`src/wfbd_pkg.sv`:
```
// Shared types, codes and sizes for the weather frame BCD decoder.
`default_nettype none

package wfbd_pkg;

	localparam int STORE_BYTES = 8;
	localparam int STORE_IDX_W = $clog2(STORE_BYTES);

	localparam logic [7:0] SYNC_BYTE  = 8'hFF;
	localparam logic [7:0] TYPE_WIND  = 8'h00;
	localparam logic [7:0] TYPE_RAIN  = 8'h01;
	localparam logic [7:0] TYPE_OUT   = 8'h03;
	localparam logic [7:0] TYPE_IN    = 8'h06;
	localparam logic [7:0] TYPE_CLOCK = 8'h0E;

	localparam logic [3:0] LEN_WIND = 4'd7;
	localparam logic [3:0] LEN_RAIN = 4'd12;
	localparam logic [3:0] LEN_OUT  = 4'd5;
	localparam logic [3:0] LEN_IN   = 4'd10;

	localparam logic [1:0] RANGE_BAD = 2'b01;

	typedef enum logic [3:0] {
		PH_HUNT  = 4'b0001,
		PH_SYNC2 = 4'b0010,
		PH_TYPE  = 4'b0100,
		PH_DATA  = 4'b1000
	} phase_t;

	typedef enum logic [2:0] {
		K_WIND    = 3'd0,
		K_RAIN    = 3'd1,
		K_OUT     = 3'd2,
		K_IN      = 3'd3,
		K_CLOCK   = 3'd4,
		K_UNKNOWN = 3'd5
	} kind_t;

	typedef enum logic [1:0] {
		ST_OK      = 2'd0,
		ST_EMPTY   = 2'd1,
		ST_RANGE   = 2'd2,
		ST_UNKNOWN = 2'd3
	} status_t;

	typedef logic [14:0] value_t;

	// pending result between byte capture and output register
	typedef struct packed {
		logic    valid;
		logic    decode;
		kind_t   kind;
		status_t status;
	} req_t;

endpackage

`default_nettype wire

```
`src/weather_frame_bcd_decoder.sv`:
```
// Weather frame BCD decoder: sync hunt, payload capture and decimal decode.
// Result path: a frame's result is registered in a pending request stage once its last beat is
// accepted, and moves into the output registers whenever the output is not stalled.
// Throughput: one byte beat per cycle; input stalls only while the result path is full.
// Reset: hunts for the first sync byte, no result pending; payload store is not cleared.
`default_nettype none

module weather_frame_bcd_decoder (
	input  wire logic        clk,
	input  wire logic        arst_n,
	input  wire logic        in_valid,
	output logic             in_stall,
	input  wire logic [7:0]  rx_byte,
	output logic             out_valid,
	input  wire logic        out_stall,
	output logic [2:0]       frame_kind,
	output logic [1:0]       status,
	output logic [14:0]      value_a,
	output logic [14:0]      value_b,
	output logic [14:0]      value_c,
	output logic [14:0]      value_d
);

	wfbd_pkg::phase_t phase_q, phase_d;
	wfbd_pkg::kind_t  kind_q, kind_d;
	logic [3:0]       left_q, left_d;
	logic [3:0]       index_q, index_d;
	logic [7:0]       store_q [wfbd_pkg::STORE_BYTES];
	logic             store_we;

	wfbd_pkg::req_t   req_s1, req_d;

	logic             out_valid_q;
	wfbd_pkg::kind_t  kind_s2;
	wfbd_pkg::status_t status_s2;
	wfbd_pkg::value_t val_a_s2, val_b_s2, val_c_s2, val_d_s2;

	logic             advance;
	logic             accept;
	logic [3:0]       left_dec;

	wfbd_pkg::status_t dec_status;
	wfbd_pkg::value_t  dec_a, dec_b, dec_c, dec_d;

	assign advance  = !out_valid_q || !out_stall;
	assign in_stall = req_s1.valid && !advance;
	assign accept   = in_valid && !in_stall;
	assign left_dec = (left_q != 4'd0) ? left_q - 4'd1 : 4'd0;

	// frame tracking
	always_comb begin
		phase_d  = phase_q;
		kind_d   = kind_q;
		left_d   = left_q;
		index_d  = index_q;
		store_we = 1'b0;
		req_d    = '{valid: 1'b0, decode: 1'b0, kind: wfbd_pkg::K_WIND,
			status: wfbd_pkg::ST_OK};
		unique case (phase_q)
			wfbd_pkg::PH_SYNC2: begin
				phase_d = (rx_byte == wfbd_pkg::SYNC_BYTE) ? wfbd_pkg::PH_TYPE
					: wfbd_pkg::PH_HUNT;
			end
			wfbd_pkg::PH_TYPE: begin
				phase_d = wfbd_pkg::PH_DATA;
				index_d = 4'd0;
				priority if (rx_byte == wfbd_pkg::TYPE_WIND) begin
					kind_d = wfbd_pkg::K_WIND;
					left_d = wfbd_pkg::LEN_WIND;
				end else if (rx_byte == wfbd_pkg::TYPE_RAIN) begin
					kind_d = wfbd_pkg::K_RAIN;
					left_d = wfbd_pkg::LEN_RAIN;
				end else if (rx_byte == wfbd_pkg::TYPE_OUT) begin
					kind_d = wfbd_pkg::K_OUT;
					left_d = wfbd_pkg::LEN_OUT;
				end else if (rx_byte == wfbd_pkg::TYPE_IN) begin
					kind_d = wfbd_pkg::K_IN;
					left_d = wfbd_pkg::LEN_IN;
				end else if (rx_byte == wfbd_pkg::TYPE_CLOCK) begin
					phase_d = wfbd_pkg::PH_HUNT;
					index_d = index_q;
					req_d   = '{valid: 1'b1, decode: 1'b0, kind: wfbd_pkg::K_CLOCK,
						status: wfbd_pkg::ST_OK};
				end else begin
					phase_d = wfbd_pkg::PH_HUNT;
					index_d = index_q;
					req_d   = '{valid: 1'b1, decode: 1'b0, kind: wfbd_pkg::K_UNKNOWN,
						status: wfbd_pkg::ST_UNKNOWN};
				end
			end
			wfbd_pkg::PH_DATA: begin
				store_we = (32'(index_q) < wfbd_pkg::STORE_BYTES);
				index_d  = index_q + 4'd1;
				left_d   = left_dec;
				if (left_dec == 4'd0) begin
					phase_d = wfbd_pkg::PH_HUNT;
					req_d   = '{valid: 1'b1, decode: 1'b1, kind: kind_q,
						status: wfbd_pkg::ST_OK};
				end
			end
			default: begin
				phase_d = (rx_byte == wfbd_pkg::SYNC_BYTE) ? wfbd_pkg::PH_SYNC2
					: wfbd_pkg::PH_HUNT;
			end
		endcase
	end

	always_ff @(posedge clk or negedge arst_n) begin
		if (!arst_n) begin
			phase_q <= wfbd_pkg::PH_HUNT;
			kind_q  <= wfbd_pkg::K_WIND;
			left_q  <= 4'd0;
			index_q <= 4'd0;
		end else if (accept) begin
			phase_q <= phase_d;
			kind_q  <= kind_d;
			left_q  <= left_d;
			index_q <= index_d;
		end
	end

	always_ff @(posedge clk) begin
		if (accept && store_we) begin
			store_q[index_q[wfbd_pkg::STORE_IDX_W-1:0]] <= rx_byte;
		end
	end

	always_ff @(posedge clk or negedge arst_n) begin
		if (!arst_n) begin
			req_s1 <= '{valid: 1'b0, decode: 1'b0, kind: wfbd_pkg::K_WIND,
				status: wfbd_pkg::ST_OK};
		end else if (accept && req_d.valid) begin
			req_s1 <= req_d;
		end else if (advance) begin
			req_s1.valid <= 1'b0;
		end
	end

	// decimal decode of the completed payload
	always_comb begin
		logic [3:0] lo1, hi1, lo2, hi2, lo3, hi3, lo4, hi4, lo5, hi5, lo6, hi6;
		logic [7:0] checked;
		lo1 = store_q[1][3:0]; hi1 = store_q[1][7:4];
		lo2 = store_q[2][3:0]; hi2 = store_q[2][7:4];
		lo3 = store_q[3][3:0]; hi3 = store_q[3][7:4];
		lo4 = store_q[4][3:0]; hi4 = store_q[4][7:4];
		lo5 = store_q[5][3:0]; hi5 = store_q[5][7:4];
		lo6 = store_q[6][3:0]; hi6 = store_q[6][7:4];
		checked = (req_s1.kind == wfbd_pkg::K_OUT) ? store_q[2] : store_q[1];
		dec_status = wfbd_pkg::ST_OK;
		dec_a = '0;
		dec_b = '0;
		dec_c = '0;
		dec_d = '0;
		priority if (checked == 8'd0) begin
			dec_status = wfbd_pkg::ST_EMPTY;
		end else if (req_s1.kind == wfbd_pkg::K_WIND) begin
			dec_a = 15'(lo2) * 15'd100 + 15'(hi1) * 15'd10 + 15'(lo1);
			dec_b = 15'(hi3) * 15'd10 + 15'(lo3) + 15'(hi2 >= 4'd10);
			dec_c = 15'(lo5) * 15'd10 + 15'(hi4) + 15'(lo4 >= 4'd10);
			dec_d = 15'(hi6) * 15'd10 + 15'(lo6);
		end else if (req_s1.kind == wfbd_pkg::K_RAIN) begin
			dec_a = 15'(lo2) * 15'd100 + 15'(hi1) * 15'd10 + 15'(lo1);
			dec_b = 15'(hi4) * 15'd1000 + 15'(lo4) * 15'd100 + 15'(hi3) * 15'd10
				+ 15'(lo3) + 15'(hi2 >= 4'd10);
			dec_c = 15'(hi6) * 15'd1000 + 15'(lo6) * 15'd100 + 15'(hi5) * 15'd10
				+ 15'(lo5);
		end else if (store_q[2][7:6] == wfbd_pkg::RANGE_BAD) begin
			dec_status = wfbd_pkg::ST_RANGE;
		end else begin
			dec_a = 15'(hi2) * 15'd100 + 15'(lo2) * 15'd10 + 15'(hi1)
				+ 15'(lo1 >= 4'd10);
			dec_b = 15'(hi3) * 15'd10 + 15'(lo3);
			dec_c = 15'(hi4) * 15'd10 + 15'(lo4);
		end
	end

	always_ff @(posedge clk or negedge arst_n) begin
		if (!arst_n) begin
			out_valid_q <= 1'b0;
		end else if (advance) begin
			out_valid_q <= req_s1.valid;
		end
	end

	always_ff @(posedge clk) begin
		if (advance && req_s1.valid) begin
			kind_s2 <= req_s1.kind;
			if (req_s1.decode) begin
				status_s2 <= dec_status;
				val_a_s2  <= dec_a;
				val_b_s2  <= dec_b;
				val_c_s2  <= dec_c;
				val_d_s2  <= dec_d;
			end else begin
				status_s2 <= req_s1.status;
				val_a_s2  <= '0;
				val_b_s2  <= '0;
				val_c_s2  <= '0;
				val_d_s2  <= '0;
			end
		end
	end

	assign out_valid  = out_valid_q;
	assign frame_kind = kind_s2;
	assign status     = status_s2;
	assign value_a    = val_a_s2;
	assign value_b    = val_b_s2;
	assign value_c    = val_c_s2;
	assign value_d    = val_d_s2;

endmodule

`default_nettype wire

```
`config.mk`:
```
export PLATFORM = sky130hd
export DESIGN_NAME = weather_frame_bcd_decoder
export DESIGN_NICKNAME = d
export VERILOG_FILES = /design/src/wfbd_pkg.sv /design/src/weather_frame_bcd_decoder.sv
export SDC_FILE = /design/constraint.sdc
export NUM_CORES = 1
export LEC_CHECK = 0
export BUFFER_PORTS_ARGS = -buffer_cell sky130_fd_sc_hd__buf_2
export CAP_MARGIN = 15
export CELL_PAD_IN_SITES_DETAIL_PLACEMENT = 0
export CELL_PAD_IN_SITES_GLOBAL_PLACEMENT = 1
export CORE_AREA = 2 2 198 200
export DETAILED_ROUTE_END_ITERATION = 8
export DIE_AREA = 0 0 200 202
export GPL_ROUTABILITY_DRIVEN = 0
export PLACE_DENSITY_LB_ADDON = 0.2
export SETUP_SLACK_MARGIN = 0.1
export SLEW_MARGIN = 15
export SYNTH_ARGS = -nofsm -noshare
export SYNTH_HDL_FRONTEND = slang
export SYNTH_SLANG_ARGS = --single-unit
```
`constraint.sdc`:
```
create_clock -name clk -period 9.2 [get_ports clk]
set_input_delay 1.84 -clock clk [delete_from_list [all_inputs] [get_ports clk]]
set_output_delay 1.84 -clock clk [all_outputs]
set_load 0.01 [all_outputs]
```
==> metrics <==
die area 40,400 um2; Worst Hold Depth 1; worst skew pair latency 0.44 ns; register area 3650 um2; Yosys cell types 78; n_diodes 0; die extent in x 200 um; clock power share 0.484; dpl cells 1,637; GR Overflow Total 0; Tmin final 4.61 ns; mean post-synth cell area 10.4 um2; Fin. Hold Viols 0; Int Pwr 0.977 mW; Core ar. 38,300 um2; worst setup path category reg2reg; unrepaired setup endpoints after global routing false; CTS buffer count 17; status complete, no violations; Switch Pwr 0.337 mW; Multi-input gate area 6850 um2; Mapped Area 11,000 um2; slowest CP cell fa_1; overall routing resource usage 0.151; first-pass GRT wire length 45.7 mm; Setup TNS Final 0 ns; worst endpoint required time 9.38 ns; fin. max-slew vios 0; Rows 72; vias per cell 4.71; leakage 5.56 nW; Post-synth EDFFs 104; Yosys warnings 0; post-cts hold buffer count 0; clock slew at reported path FFs 0.06 ns; crit path DAT 4.79 ns; final net count 1,382; drt first pass iters 6; Post-Synthesis Cells 1,056; Root Driver clkbuf_16; Peak VDD IR 0.000123 V; Non-Filler Instances 1,669; Worst Hold Launch req_s1[6]; async set or reset register ratio after synthesis 0.168; die span in y 202 um; part of the power in combinational logic 0.044; Initial Util 0.287; CTS max path bufs 2; largest net degree at the start of global routing 57; clk sink count 125; Setup Skew 0.0134 ns; Setup Fix Bufs, Post-CTS 0; fmax 0.217 GHz; DRT iter0 DRCs 401; Post-Route WL 28.8 mm; Reg-to-Reg End value_b[14]; H-tree level count 4; Seq/Total Area, Yosys 0.332; HPWL after detailed placement 22.3 mm; vias in the first global route 8,051; Top Ports 79; period utilization 0.501; Primary FF master, synth edfxtp_1; # Max-Cap Violations 0; Hold Path End out_valid; biggest cell delay along the critical path 0.65 ns; hold crit path type reg2reg; layout filler cell count 3,944; R2R Setup Slk 4.59 ns; # port buffers 69; Flop pwr share 0.472; initial antenna violation count 2; CP Max Fanout 9; CP most frequent cell ha_1; Synth Register Bits 125; routed via count 7,869; Area Growth Syn to Fin 13.7%; R2R cell count 14; DRC violations left 0; CP startpoint kind flop; CP Cell Sequence fa_1, inv_1, fa_1, inv_1, ha_1, xor2_1, ha_1, ha_1, ha_1, or3_1, o221a_2, o41a_1, a21oi_1, nor3_1; Post-CTS Resized 0; Critical R2R Launch store_q[4][6]; ANT nets after route 0; sw frac 0.257; Slew @ Worst Pin 0.936 ns; # setup viols final 0; CTS tree built; WL/cell 17.3 um; fraction of layout cells with a size suffix above 1 0.116; Crit. End Element flop; pwr dens 105 nW/um2; Slew HR 0.375
[final cells by class]
class | instances | area share
multi-input combinational | 805 | 0.548
timing repair buffer | 77 | 0.0324
clock buffer | 17 | 0.0340
tap | 518 | 0.0518
clock inverter | 15 | 0.00910
inverter | 112 | 0.0336
sequential | 125 | 0.292
[synth_stat cells (all sizes together) (11+ instances only)]
| library cell | instances | area, um2 |
|---|---|---|
| nor3 | 22 | 130 |
| dfrtp | 20 | 500 |
| edfxtp | 104 | 3120 |
| xnor2 | 47 | 412 |
| nand2b | 15 | 101 |
| a211oi | 16 | 120 |
| inv | 111 | 417 |
| a21oi | 56 | 280 |
| o21ai | 40 | 204 |
| o21a | 11 | 82.6 |
| buf | 14 | 97.6 |
| xor2 | 27 | 236 |
| ha | 181 | 2260 |
| a21o | 24 | 180 |
| nand3 | 12 | 60.1 |
| fa | 51 | 1020 |
| nor2b | 12 | 75.1 |
| nor2 | 94 | 363 |
| nand2 | 54 | 208 |
| a31oi | 14 | 103 |
[critical path, delay by kind of cell (launching register included)]
| family | cells | cell delay, ns |
|---|---|---|
| compound gates | 3 | 0.75 |
| xor+xnor | 1 | 0.18 |
| fa+ha+maj | 6 | 2.32 |
| buf+inv | 2 | 0.15 |
| flops | 1 | 0.57 |
| simple gates | 2 | 0.36 |
[stage by stage]
step                      power [mW]  setup slack, ns  utilization  hold slack, ns  area [um2]
after floorplan                0.662             2.74            -           0.443       11000
after global placement         0.691             4.63        0.313           0.483       12000
after detailed placement       0.691             4.57        0.313           0.476       12000
after CTS                       1.34             4.56        0.327           0.500       12500
after global routing            1.36             4.20        0.327           0.529       12500
final                           1.31             4.59        0.327           0.505       12500
[sequential cells by signal (all words and copies together) (netlist names), 4 cells and up]
register,count
left_q,4
phase_q,4
value_b,15
store_q,48
index_q,4
req_s1,6
value_a,12
value_d,9
value_c,15
[kinds of logic (layout without fill, tap and decap cells)]
family / Yosys count / after routing / synth area share
and+or+nand+nor: 256 / 256 / 0.117
buffers and inverters: 134 / 221 / 0.0498
other: 1 / 9 / 0.000341
DFF: 125 / 125 / 0.332
muxes: 8 / 8 / 0.00739
xor gates and xnor gates: 74 / 74 / 0.0589
AOI/OAI and AO/OA: 226 / 226 / 0.137
adders and majority gates: 232 / 232 / 0.299
[worst max-delay path by stage]
stage,from,end,slack (ns),cells after the start
global placement,store_q[4][6],value_b[14],4.63,14
global route,store_q[6][6],value_c[12],4.20,17
CTS,store_q[4][6],value_b[14],4.56,14
finish,store_q[4][6],value_b[14],4.59,14
detailed placement,store_q[4][6],value_b[14],4.57,14
floorplan,out_stall,frame_kind[0],2.74,1
[power groups by stage]
stage          Clock [mW]  Combinational, mW  Sequential, mW
6_report            0.637             0.0574           0.620
5_1_grt             0.680             0.0638           0.620
4_1_cts             0.658             0.0589           0.620
3_5_place_dp            0             0.0587           0.632
3_3_place_gp            0             0.0594           0.632
2_1_floorplan           0             0.0328           0.629
[per-layer routing]
metal,up-vias,wire (um),global-route usage
li1,3926,-,-
met1,3805,14500,0.216
met2,115,13000,0.236
met3,23,869,0.0222
met4,0,420,0.0413
met5,-,0,0
[layout by cell type, fill, tap and decap left out, drive strengths merged, types with 11 or more instances in the layout]
cell type,Yosys,layout
fa,51,51
a21o,24,24
xor2,27,27
a21oi,56,56
a31oi,14,14
inv,111,116
nand2,54,54
nand3,12,12
nor2b,12,12
nand2b,15,15
clkbuf,8,17
dfrtp,20,20
a211oi,16,16
nor2,94,94
buf,14,77
o21a,11,11
xnor2,47,47
nor3,22,22
edfxtp,104,104
ha,181,181
o21ai,40,40
Power figures use the tool's default switching activity.
